<file path="src/hw/rtl/lps_pkg.sv">
// Shared types and constants for the line pixel stepper.
// Used by the channel interfaces and every RTL module of the block.
package lps_pkg;

  localparam int unsigned IN_COORD_W  = 16;
  localparam int unsigned LEN_W       = 16;
  localparam int unsigned ERR_W       = 17;
  localparam int unsigned COLOUR_W    = 32;
  localparam int unsigned DIM_W       = 15;
  localparam int unsigned CFG_INDEX_W = 8;
  localparam int unsigned CFG_DATA_W  = 16;

  localparam logic [DIM_W-1:0] WIDTH_RESET  = 15'd1024;
  localparam logic [DIM_W-1:0] HEIGHT_RESET = 15'd768;

  typedef enum logic [CFG_INDEX_W-1:0] {
    REG_IMAGE_WIDTH  = 8'd0,
    REG_IMAGE_HEIGHT = 8'd1
  } cfg_reg_t;

  typedef enum logic {
    OP_START = 1'b0,
    OP_STEP  = 1'b1
  } op_t;

  // Line setup handed from the input stage to the stepper.
  typedef struct packed {
    op_t                          op;
    logic signed [IN_COORD_W-1:0] x1;
    logic signed [IN_COORD_W-1:0] y1;
    logic [LEN_W-1:0]             major_len;
    logic [LEN_W-1:0]             minor_len;
    logic                         x_dir_neg;
    logic                         y_dir_neg;
    logic                         x_is_major;
    logic [COLOUR_W-1:0]          colour;
  } setup_t;

endpackage

</file>
<file path="src/hw/rtl/lps_in_if.sv">
// Input word channel of the line pixel stepper: command and line endpoints.
// Depends on lps_pkg for field widths.
interface lps_in_if;
  logic                                  valid;
  logic                                  ready;
  logic                                  op;
  logic signed [lps_pkg::IN_COORD_W-1:0] start_x;
  logic signed [lps_pkg::IN_COORD_W-1:0] start_y;
  logic signed [lps_pkg::IN_COORD_W-1:0] end_x;
  logic signed [lps_pkg::IN_COORD_W-1:0] end_y;
  logic [lps_pkg::COLOUR_W-1:0]          pixel_colour;

  modport source (output valid, op, start_x, start_y, end_x, end_y, pixel_colour,
                  input ready);
  modport sink   (input valid, op, start_x, start_y, end_x, end_y, pixel_colour,
                  output ready);
endinterface

</file>
<file path="src/hw/rtl/lps_out_if.sv">
// Pixel word channel of the line pixel stepper.
// Depends on lps_pkg for field widths.
interface lps_out_if;
  logic                                  valid;
  logic                                  ready;
  logic signed [lps_pkg::IN_COORD_W-1:0] out_x;
  logic signed [lps_pkg::IN_COORD_W-1:0] out_y;
  logic [lps_pkg::COLOUR_W-1:0]          out_colour;
  logic                                  visible;
  logic                                  last;

  modport source (output valid, out_x, out_y, out_colour, visible, last, input ready);
  modport sink   (input valid, out_x, out_y, out_colour, visible, last, output ready);
endinterface

</file>
<file path="src/hw/rtl/lps_cfg_if.sv">
// Register write channel of the line pixel stepper.
// Depends on lps_pkg for index and data widths.
interface lps_cfg_if;
  logic                             valid;
  logic                             ready;
  logic [lps_pkg::CFG_INDEX_W-1:0]  index;
  logic [lps_pkg::CFG_DATA_W-1:0]   data;

  modport source (output valid, index, data, input ready);
  modport sink   (input valid, index, data, output ready);
endinterface

</file>
<file path="src/hw/rtl/line_pixel_stepper.sv">
// Line pixel stepper: integer (Bresenham) line rasterizer with clipping. A start
// word (op 0) loads both endpoints and the colour and returns the first pixel;
// each step word (op 1) returns the next one, with a visible flag for pixels
// inside image_width x image_height and a last flag. One word is taken per clock
// while the pixel output is not stalled; each word passes through the setup
// register (endpoint difference, abs, axis pick) and then the line state, which
// is also the result register. The per-step add, compare and subtract on the
// error term sets the clock. Depends on lps_pkg, the lps_*_if interfaces,
// lps_setup and lps_stepper.
module line_pixel_stepper #(
  parameter int unsigned COORD_BITS = 16
) (
  input  logic      clk,
  input  logic      rst,
  lps_in_if.sink    items,
  lps_out_if.source pixels,
  lps_cfg_if.sink   cfg
);

  logic [lps_pkg::DIM_W-1:0] image_width;
  logic [lps_pkg::DIM_W-1:0] image_height;
  logic                      stage_valid;
  lps_pkg::setup_t           stage;
  logic                      advance;

  assign cfg.ready = 1'b1;

  always_ff @(posedge clk) begin
    if (rst) begin
      image_width  <= lps_pkg::WIDTH_RESET;
      image_height <= lps_pkg::HEIGHT_RESET;
    end else if (cfg.valid) begin
      case (cfg.index)
        lps_pkg::REG_IMAGE_WIDTH: begin
          image_width <= cfg.data[lps_pkg::DIM_W-1:0];
        end
        lps_pkg::REG_IMAGE_HEIGHT: begin
          image_height <= cfg.data[lps_pkg::DIM_W-1:0];
        end
        default: begin
        end
      endcase
    end
  end

  lps_setup u_setup (
    .clk         (clk),
    .rst         (rst),
    .items       (items),
    .advance     (advance),
    .stage_valid (stage_valid),
    .stage       (stage)
  );

  lps_stepper #(
    .COORD_BITS (COORD_BITS)
  ) u_stepper (
    .clk          (clk),
    .rst          (rst),
    .stage_valid  (stage_valid),
    .stage        (stage),
    .advance      (advance),
    .image_width  (image_width),
    .image_height (image_height),
    .pixels       (pixels)
  );

endmodule

</file>
<file path="src/hw/rtl/lps_setup.sv">
// Input stage: registers each word together with its line setup
// (direction, major axis, axis lengths). Depends on lps_pkg and lps_in_if.
module lps_setup (
  input  logic             clk,
  input  logic             rst,
  lps_in_if.sink           items,
  input  logic             advance,
  output logic             stage_valid,
  output lps_pkg::setup_t  stage
);

  logic signed [lps_pkg::IN_COORD_W:0] dx;
  logic signed [lps_pkg::IN_COORD_W:0] dy;
  logic [lps_pkg::IN_COORD_W:0]        dx_abs;
  logic [lps_pkg::IN_COORD_W:0]        dy_abs;
  logic [lps_pkg::LEN_W-1:0]           adx;
  logic [lps_pkg::LEN_W-1:0]           ady;
  logic                                x_major;
  lps_pkg::setup_t                     stage_next;
  logic                                take;

  assign items.ready = !stage_valid || advance;
  assign take        = items.valid && items.ready;

  always_comb begin
    dx      = (lps_pkg::IN_COORD_W+1)'(items.end_x) - (lps_pkg::IN_COORD_W+1)'(items.start_x);
    dy      = (lps_pkg::IN_COORD_W+1)'(items.end_y) - (lps_pkg::IN_COORD_W+1)'(items.start_y);
    dx_abs  = dx[lps_pkg::IN_COORD_W] ? -dx : dx;
    dy_abs  = dy[lps_pkg::IN_COORD_W] ? -dy : dy;
    // |difference| of two 16-bit values never exceeds 65535
    adx     = dx_abs[lps_pkg::LEN_W-1:0];
    ady     = dy_abs[lps_pkg::LEN_W-1:0];
    x_major = adx > ady;

    stage_next.op         = lps_pkg::op_t'(items.op);
    stage_next.x1         = items.start_x;
    stage_next.y1         = items.start_y;
    stage_next.major_len  = x_major ? adx : ady;
    stage_next.minor_len  = x_major ? ady : adx;
    // zero difference counts as negative; it never moves anyway
    stage_next.x_dir_neg  = dx[lps_pkg::IN_COORD_W] || (dx == '0);
    stage_next.y_dir_neg  = dy[lps_pkg::IN_COORD_W] || (dy == '0);
    stage_next.x_is_major = x_major;
    stage_next.colour     = items.pixel_colour;
  end

  always_ff @(posedge clk) begin
    if (rst) begin
      stage_valid <= 1'b0;
    end else if (take) begin
      stage_valid <= 1'b1;
    end else if (advance) begin
      stage_valid <= 1'b0;
    end
  end

  always_ff @(posedge clk) begin
    if (take) begin
      stage <= stage_next;
    end
  end

endmodule

</file>
<file path="src/hw/rtl/lps_stepper.sv">
// Line state and pixel result register: loads a line on start, takes one
// Bresenham step per step word until the line ends. Depends on lps_pkg and lps_out_if.
module lps_stepper #(
  parameter int unsigned COORD_BITS = 16
) (
  input  logic                            clk,
  input  logic                            rst,
  input  logic                            stage_valid,
  input  lps_pkg::setup_t                 stage,
  output logic                            advance,
  input  logic [lps_pkg::DIM_W-1:0]       image_width,
  input  logic [lps_pkg::DIM_W-1:0]       image_height,
  lps_out_if.source                       pixels
);

  localparam int unsigned OUT_W = (COORD_BITS > lps_pkg::IN_COORD_W) ?
                                  COORD_BITS : lps_pkg::IN_COORD_W;
  localparam int unsigned CMP_W = (COORD_BITS > lps_pkg::DIM_W) ?
                                  COORD_BITS : lps_pkg::DIM_W;

  logic [COORD_BITS-1:0]        cur_x, cur_x_next;
  logic [COORD_BITS-1:0]        cur_y, cur_y_next;
  logic [lps_pkg::LEN_W-1:0]    major_len, major_len_next;
  logic [lps_pkg::LEN_W-1:0]    minor_len, minor_len_next;
  logic [lps_pkg::ERR_W-1:0]    err_acc, err_acc_next;
  logic [lps_pkg::LEN_W-1:0]    steps_done, steps_done_next;
  logic                         x_dir_neg, x_dir_neg_next;
  logic                         y_dir_neg, y_dir_neg_next;
  logic                         x_is_major, x_is_major_next;
  logic [lps_pkg::COLOUR_W-1:0] line_colour, line_colour_next;
  logic                         out_valid;
  logic                         vis_en, vis_en_next;
  logic                         last, last_next;

  logic [lps_pkg::ERR_W-1:0]    err_sum;
  logic                         minor_move;
  logic [COORD_BITS-1:0]        x_moved, y_moved;
  logic [OUT_W-1:0]             x_ext, y_ext;

  assign advance = stage_valid && (!out_valid || pixels.ready);

  always_comb begin
    cur_x_next       = cur_x;
    cur_y_next       = cur_y;
    major_len_next   = major_len;
    minor_len_next   = minor_len;
    err_acc_next     = err_acc;
    steps_done_next  = steps_done;
    x_dir_neg_next   = x_dir_neg;
    y_dir_neg_next   = y_dir_neg;
    x_is_major_next  = x_is_major;
    line_colour_next = line_colour;

    err_sum    = err_acc + lps_pkg::ERR_W'(minor_len);
    minor_move = err_sum >= lps_pkg::ERR_W'(major_len);
    x_moved    = cur_x + (x_dir_neg ? {COORD_BITS{1'b1}} : COORD_BITS'(1));
    y_moved    = cur_y + (y_dir_neg ? {COORD_BITS{1'b1}} : COORD_BITS'(1));

    case (stage.op)
      lps_pkg::OP_START: begin
        cur_x_next       = COORD_BITS'($signed(stage.x1));
        cur_y_next       = COORD_BITS'($signed(stage.y1));
        major_len_next   = stage.major_len;
        minor_len_next   = stage.minor_len;
        err_acc_next     = '0;
        steps_done_next  = '0;
        x_dir_neg_next   = stage.x_dir_neg;
        y_dir_neg_next   = stage.y_dir_neg;
        x_is_major_next  = stage.x_is_major;
        line_colour_next = stage.colour;
        vis_en_next      = 1'b1;
        last_next        = (stage.major_len == '0);
      end
      lps_pkg::OP_STEP: begin
        if (steps_done >= major_len) begin
          // line already ended: repeat final pixel, hidden
          vis_en_next = 1'b0;
          last_next   = 1'b1;
        end else begin
          err_acc_next    = minor_move ? err_sum - lps_pkg::ERR_W'(major_len) : err_sum;
          if (x_is_major) begin
            cur_x_next = x_moved;
            if (minor_move) begin
              cur_y_next = y_moved;
            end
          end else begin
            cur_y_next = y_moved;
            if (minor_move) begin
              cur_x_next = x_moved;
            end
          end
          steps_done_next = steps_done + 1'b1;
          vis_en_next     = 1'b1;
          last_next       = (lps_pkg::LEN_W'(steps_done + 1'b1) == major_len);
        end
      end
      default: begin
        vis_en_next = 1'b0;
        last_next   = 1'b1;
      end
    endcase
  end

  always_ff @(posedge clk) begin
    if (rst) begin
      cur_x       <= '0;
      cur_y       <= '0;
      major_len   <= '0;
      minor_len   <= '0;
      err_acc     <= '0;
      steps_done  <= '0;
      x_dir_neg   <= 1'b0;
      y_dir_neg   <= 1'b0;
      x_is_major  <= 1'b0;
      line_colour <= '0;
      vis_en      <= 1'b0;
      last        <= 1'b0;
      out_valid   <= 1'b0;
    end else begin
      if (advance) begin
        cur_x       <= cur_x_next;
        cur_y       <= cur_y_next;
        major_len   <= major_len_next;
        minor_len   <= minor_len_next;
        err_acc     <= err_acc_next;
        steps_done  <= steps_done_next;
        x_dir_neg   <= x_dir_neg_next;
        y_dir_neg   <= y_dir_neg_next;
        x_is_major  <= x_is_major_next;
        line_colour <= line_colour_next;
        vis_en      <= vis_en_next;
        last        <= last_next;
        out_valid   <= 1'b1;
      end else if (pixels.ready) begin
        out_valid <= 1'b0;
      end
    end
  end

  // the line state doubles as the result register; it only moves on advance
  assign x_ext = OUT_W'(cur_x);
  assign y_ext = OUT_W'(cur_y);

  assign pixels.valid      = out_valid;
  assign pixels.out_x      = x_ext[lps_pkg::IN_COORD_W-1:0];
  assign pixels.out_y      = y_ext[lps_pkg::IN_COORD_W-1:0];
  assign pixels.out_colour = line_colour;
  assign pixels.last       = last;
  assign pixels.visible    = vis_en && !cur_x[COORD_BITS-1] && !cur_y[COORD_BITS-1] &&
                             (CMP_W'(cur_x) < CMP_W'(image_width)) &&
                             (CMP_W'(cur_y) < CMP_W'(image_height));

endmodule

</file>
<file path="src/flat_wrapper.sv">
// flat-port wrapper written by rule: the top's interface ports become plain ports
module line_pixel_stepper_flat 
#(
  parameter int unsigned COORD_BITS = 16
)
  (clk, rst, items_valid, items_op, items_start_x, items_start_y, items_end_x, items_end_y, items_pixel_colour, items_ready, pixels_valid, pixels_out_x, pixels_out_y, pixels_out_colour, pixels_visible, pixels_last, pixels_ready, cfg_valid, cfg_index, cfg_data, cfg_ready);
  lps_in_if items_i ();
  lps_out_if pixels_i ();
  lps_cfg_if cfg_i ();
  input  logic clk;
  input  logic rst;
  input wire logic [$bits(items_i.valid)-1:0] items_valid;
  input wire logic [$bits(items_i.op)-1:0] items_op;
  input wire logic [$bits(items_i.start_x)-1:0] items_start_x;
  input wire logic [$bits(items_i.start_y)-1:0] items_start_y;
  input wire logic [$bits(items_i.end_x)-1:0] items_end_x;
  input wire logic [$bits(items_i.end_y)-1:0] items_end_y;
  input wire logic [$bits(items_i.pixel_colour)-1:0] items_pixel_colour;
  output wire logic [$bits(items_i.ready)-1:0] items_ready;
  output wire logic [$bits(pixels_i.valid)-1:0] pixels_valid;
  output wire logic [$bits(pixels_i.out_x)-1:0] pixels_out_x;
  output wire logic [$bits(pixels_i.out_y)-1:0] pixels_out_y;
  output wire logic [$bits(pixels_i.out_colour)-1:0] pixels_out_colour;
  output wire logic [$bits(pixels_i.visible)-1:0] pixels_visible;
  output wire logic [$bits(pixels_i.last)-1:0] pixels_last;
  input wire logic [$bits(pixels_i.ready)-1:0] pixels_ready;
  input wire logic [$bits(cfg_i.valid)-1:0] cfg_valid;
  input wire logic [$bits(cfg_i.index)-1:0] cfg_index;
  input wire logic [$bits(cfg_i.data)-1:0] cfg_data;
  output wire logic [$bits(cfg_i.ready)-1:0] cfg_ready;
  assign items_i.valid = items_valid;
  assign items_i.op = items_op;
  assign items_i.start_x = items_start_x;
  assign items_i.start_y = items_start_y;
  assign items_i.end_x = items_end_x;
  assign items_i.end_y = items_end_y;
  assign items_i.pixel_colour = items_pixel_colour;
  assign items_ready = items_i.ready;
  assign pixels_valid = pixels_i.valid;
  assign pixels_out_x = pixels_i.out_x;
  assign pixels_out_y = pixels_i.out_y;
  assign pixels_out_colour = pixels_i.out_colour;
  assign pixels_visible = pixels_i.visible;
  assign pixels_last = pixels_i.last;
  assign pixels_i.ready = pixels_ready;
  assign cfg_i.valid = cfg_valid;
  assign cfg_i.index = cfg_index;
  assign cfg_i.data = cfg_data;
  assign cfg_ready = cfg_i.ready;
  line_pixel_stepper #(.COORD_BITS(COORD_BITS)) u_core (.clk(clk), .rst(rst), .items(items_i), .pixels(pixels_i), .cfg(cfg_i));
endmodule
</file>
<file path="config.mk">
export PLATFORM = sky130hd
export DESIGN_NAME = line_pixel_stepper_flat
export DESIGN_NICKNAME = d
export VERILOG_FILES = /design/src/hw/rtl/lps_pkg.sv /design/src/hw/rtl/lps_in_if.sv /design/src/hw/rtl/lps_out_if.sv /design/src/hw/rtl/lps_cfg_if.sv /design/src/hw/rtl/line_pixel_stepper.sv /design/src/hw/rtl/lps_setup.sv /design/src/hw/rtl/lps_stepper.sv /design/src/flat_wrapper.sv
export SDC_FILE = /design/constraint.sdc
export NUM_CORES = 1
export LEC_CHECK = 0
export BUFFER_PORTS_ARGS = -buffer_cell sky130_fd_sc_hd__buf_2
export CAP_MARGIN = 20
export CORE_UTILIZATION = 40
export CTS_CLUSTER_DIAMETER = 60
export DETAILED_ROUTE_END_ITERATION = 16
export RECOVER_POWER = 100
export SYNTH_ARGS = -nofsm -noshare
export SYNTH_HDL_FRONTEND = slang
export SYNTH_HIERARCHICAL = 1
export SYNTH_SLANG_ARGS = --single-unit
export TNS_END_PERCENT = 20
</file>
<file path="constraint.sdc">
create_clock -name clk -period 5.1 [get_ports clk]
set_clock_uncertainty 0.2 [all_clocks]
set_input_delay 0 -clock clk [delete_from_list [all_inputs] [get_ports clk]]
set_output_delay 0 -clock clk [all_outputs]
set_load 0.02 [all_outputs]
</file>
# --- Word-level counts from Yosys, hierarchy flattened ---
# Cells that the tools add are included.
totals:
  mem_bits_rw: 0
  out_inout_bits: 69
  latch_bits: 0
  mem_count: 0
  reg_bits: 266
  elab_cells: 98
  romBits: 0
op_classes:
  magnitude_cmp: 5
  mux: 27
  shift: 0
  eq_ne: 5
  n_div: 0
  add_sub_neg: 9
  reduce_logical: 26
  bitwise: 1
  mul: 0
op_table:
  columns: ["operator", "count"]
  rows:
  - ["two-way mux 16 bit", 13]
  - ["one-hot mux 16 bit (2 select lines)", 3]
  - ["zero test 17 bit", 2]
  - ["two-way mux 17 bit", 2]
  - ["one-hot mux 17 bit (2 select lines)", 1]
  - ["subtractor 16 x 16 -> 17 bit", 2]
  - ["adder 16 bit", 2]
  - ["< comparator 16 x 15 -> 1 bit", 2]
  - ["negation 16 bit", 2]
  - ["adder 17 x 16 -> 17 bit", 1]
  - ["greater-or-equal comparator 17 x 16 -> 1 bit", 1]
  - ["subtractor 17 x 16 -> 17 bit", 1]
  - ["adder 16 x 1 -> 16 bit, second input constant", 1]
  - ["equality test 16 bit", 1]
  - ["greater-or-equal comparator 16 bit", 1]
  - ["greater-than comparator 16 bit", 1]
  - ["zero test 16 bit", 1]
  - ["equality test 8 x 1 -> 1 bit, second input constant", 1]
  - ["zero test 8 bit", 1]
  - ["AND reduction 2 bit", 4]
  - ["logical AND 1 bit", 6]
  - ["two-way mux 1 bit", 6]
  - ["!= test 3 bit, second input constant", 2]
  - ["AND reduction 3 bit", 2]
  - ["other kinds (6)", 14]

# --- Depth between registers and ports, before layout ---
logic_depth:
  ltp_word: 6
  mapped_depth: 23
  depth_no_buf: 22

# --- By module ---
# Netlist, hierarchy kept.
modules_own_cells:
  columns: ["mod", "cells_per_inst", "seq_area_each_um2", "n_inst", "area_each_um2"]
  rows:
  - ["lps_stepper", 1213, 2702.6, 1, 9396.5]
  - ["lps_setup", 544, 3022.9, 1, 6193.4]
  - ["line_pixel_stepper", 128, 600.6, 1, 1302.5]

# --- Worst setup path after synthesis ---
# No wires, ideal clock.
synth_timing:
  kind: "input-to-reg"
  startpoint: "input items_end_y[0]"
  endpoint: "register u_core/u_setup/stage[35] (netlist name)"
  path_buffers: 1
  arrival_ps: 4162
  path_slack_ps: 459
  required_ps: 4621
  cell_stages: 21
  setup_ps: 279
  cell_sequence: "inv_1 -> ha_1 -> inv_1 -> fa_1 -> a211oi_2 -> o21ai_1 -> xor2_1 -> nor4_4 -> nand4bb_4 -> nor4_4 -> a21oi_2 -> xnor2_1 -> inv_1 -> ha_1 -> a21o_1 -> a21o_1 -> a21oi_1 -> o21ai_0 -> o21ai_1 -> clkbuf_1 -> mux2i_1"
synth_rtl:
  columns: ["item", "line", "text"]
  rows:
  - ["start: declaration", "flat_wrapper.sv:17", "input wire logic [$bits(items_i.end_y)-1:0] items_end_y;"]

==> out/results.ini <==
[outcome]
status=finished, violations left
failed_checks=capacitance limit, slew limit

[detailed_routing]
drc=0
vias=14800
viasPerCell=5.31
wl_per_cell_um=17.1
firstDrtPassIters=5
ant_nets=0
wirelength_mm=47.4
drtIter0Drc=1043

[hold_path]
worstHoldStart=items_pixel_colour[18]
worst_hold_path.num_cells=2
hold_path_class=input port to register
holdPathEnd=u_core/u_setup/stage[18]

[floorplanning]
initial_core_util_pct=41.0
die_w_um=208
core_area_um2=41200
fp.dieH_um=208
fp.dieArea_um2=43100
rows=74
io_pins=195

[global_routing]
antenna_found_initial=6
grt_pass1_vias=14400
grt_pass1_wl_mm=76.1
grt_max_degree=70
track_usage_pct=21.8
overflow=0

[worst_setup_path]
cp_max_fo=25
crit_required_ns=5.25
critical_path_class=input port to register
r2r_start=u_core/u_stepper/minor_len[0]
crit_path_end_kind=register
arrival_ns=4.96
r2r_slack_ns=0.42
r2r-end=u_core/u_stepper/pixels.out_y[0]
r2r_cells=21
crit_path_start_kind=input port

[cells_and_area]
nets=2503
drive_gt1_share_pct=9.67
synthToLayoutAreaGrowth_pct=24.1

[pwr]
pwr-share-seq_pct=32.3
swShare_pct=35.9
p_comb_share_pct=38.2
internal-power_mw=5.47
switching_power_mw=3.06
peakVddDrop_mv=0.395
p_per_area_nw_per_um2=407
clkPwrFrac_pct=29.5
leakagePower_nw=8.59
finalPower_mw=8.54

[synth]
synth_edf_count=100
ys_types=87
syn_inst=1885
ys.flop_type=dfxtp_1
ys_seq_elements=266
yosysTopAreaCell=dfxtp_1
yosysSeqAreaShare_pct=37.4
synth_nets=2172
async_reset_ff_share_pct=0
syn_area_per_cell_um2=8.96
ys_warn_count=6
yosys-top-cells-area=dfxtp_1 20%, edfxtp_1 18%, ha_1 11%
synthesis.area_um2=16900
synth_top_area_share_pct=19.7

[placement]
globalplace.congestion=0.917
place_hpwl_mm=34.7
io_buffers=192

[timing]
fin_crit_ns=4.80
finalHoldViolCount=0
fmax_mhz=208
period_share_pct=94.2
rsz0062_at_grt=no
worst_slew_pin_slew_ns=3.21
setup_tns_ns=0
setup_viol=0
drv_slew=130
slew_headroom_pct=-114

[clock_network]
numCtsBuffers=35
clockBufferDepth=3
tritoncts=done
root_buffer=clkbuf_16
clk_latency_ns=0.53
htree_num_levels=2
clk_pin_slew_ns=0.06
cts_sinks=266

[job]
maxCapViolations=2

-- worst max-delay path, stage by stage --
cell and delay (ns):
dlygate4sd3_1 0.54, clkbuf_1 0.12, ha_1 0.27, fa_1 0.42, nand2b_1 0.20, a21oi_1 0.16
xor2_1 0.12, or3_1 0.38, or3_1 0.36, nor3b_1 0.25, a21oi_1 0.12, xnor2_1 0.33
ha_1 0.32, a21o_1 0.16, a21o_1 0.17, a21oi_1 0.13, o21ai_0 0.17, o21ai_4 0.26
buf_12 0.24, mux2i_1 0.22
-- placed cells by master, fill, tap and decap left out, types with 36 or more instances in the layout --
cell / instances
edfxtp_1: 100
dlygate4sd3_1: 144
clkbuf_1: 109
ha_1: 155
xnor2_1: 85
o21ai_0: 80
inv_1: 133
clkbuf_16: 36
nor3_1: 43
nand2b_1: 55
dfxtp_1: 166
nor2_1: 135
xor2_1: 46
buf_2: 92
mux2i_1: 75
a21oi_1: 192
nand2_1: 212
-- routing by layer --
| layer | routed length, um | global-route usage [%] | part of all wire (%) |
|---|---|---|---|
| met5 | 0 | 0 | 0 |
| met3 | 2160 | 2.72 | 4.5 |
| met4 | 1350 | 7.64 | 2.8 |
| met2 | 21500 | 34.9 | 45 |
| met1 | 22400 | 30.0 | 47 |
-- through the flow --
stage	std cells	hold slack, ns	instance area [um2]	worst slack, ns	util, %
2_1_floorplan	1885	-0.131	16900	0.459	-
3_3_place_gp	2564	-0.0228	18500	0.297	44.9
6_report	2782	0.00492	21000	0.295	50.9
5_1_grt	2780	0.00409	21000	0.0113	50.9
4_1_cts	2771	0.00141	21100	0.214	51.2
3_5_place_dp	2564	-0.0218	18500	0.235	44.9
-- how the worst max path moves through the flow --
stage / from / end / slack, ns / depth (start not counted)
after floorplan: items_end_y[0] / u_core/u_setup/stage[35] / 0.46 / 21
after global placement: items_start_x[0] / u_core/u_setup/stage[38] / 0.30 / 19
after detailed placement: items_start_x[0] / u_core/u_setup/stage[35] / 0.23 / 19
after CTS: items_start_x[0] / u_core/u_setup/stage[62] / 0.21 / 20
after global routing: items_start_x[0] / u_core/u_setup/stage[62] / 0.01 / 20
final: items_start_x[0] / u_core/u_setup/stage[62] / 0.30 / 20
-- synthesized netlist by cell type (15+ instances only) --
library cell	instances
nand3_1	26
mux2i_1	75
a21oi_1	193
a21o_1	28
xnor2_1	85
edfxtp_1	100
a31oi_1	16
nand2b_1	55
a211oi_2	16
xor2_1	46
nor2b_1	20
nor2_1	136
inv_1	133
nand4_1	19
o21ai_0	77
clkbuf_1	44
ha_1	155
dfxtp_1	166
nor3_1	41
a211oi_1	24
nand2_1	213
o21ai_1	19
o21a_1	15
-- sequential cells by signal (all words and copies together), names as in the netlist --
register and cells:
u_core/u_stepper/x_dir_neg 1, u_core/image_height 15, u_core/u_stepper/err_acc 17, u_core/image_width 15, u_core/u_stepper/vis_en 1, u_core/u_stepper/major_len 16
u_core/u_stepper/pixels.out_y 16, u_core/u_stepper/steps_done 16, u_core/u_stepper/pixels.valid 1, u_core/u_stepper/pixels.out_colour 32, u_core/u_stepper/y_dir_neg 1, u_core/u_stepper/minor_len 16
u_core/u_stepper/pixels.out_x 16, u_core/u_stepper/x_is_major 1, u_core/u_stepper/pixels.last 1, u_core/u_setup/stage 100, u_core/u_setup/stage_valid 1
-- area by class of cell --
class | count | area [um2]
inverters | 134 | 503
multi-input cells | 1418 | 9790
diodes | 7 | 17.5
repair buffers | 361 | 2480
fillers | 3870 | 20200
well taps | 532 | 666
clock inverters | 20 | 239
clock buffers | 44 | 941
flip-flops and latches | 266 | 6330
-- power groups by stage --
stage                     Sequential (mW)  Combinational, mW  Clock [mW]
after global routing                 2.79               3.59        2.67
after global placement               2.80               3.07           0
after floorplan                      2.80               2.25           0
after CTS                            2.76               3.24        2.58
after detailed placement             2.80               3.14           0
final                                2.75               3.26        2.52
-- logic make-up (layout without fill, tap and decap cells) --
group	count (synthesis)	after routing	synth area share, %
mux	77	77	4.58
fa+ha+maj	161	161	12.2
simple gates	574	574	16.3
xor+xnor	133	133	6.98
other cells	1	8	0.0222
compound gates	472	472	17.8
flops	266	266	37.4
buf+inv	201	559	4.70
-- what timing repair did --
item,CTS,global route
resized for setup,0,6
buffers inserted,0,2
endpoints found under the hold margin,121,1
hold buffers,143,1
endpoints found under the setup margin,0,76
Note: power is estimated with default switching activity, not from simulation.
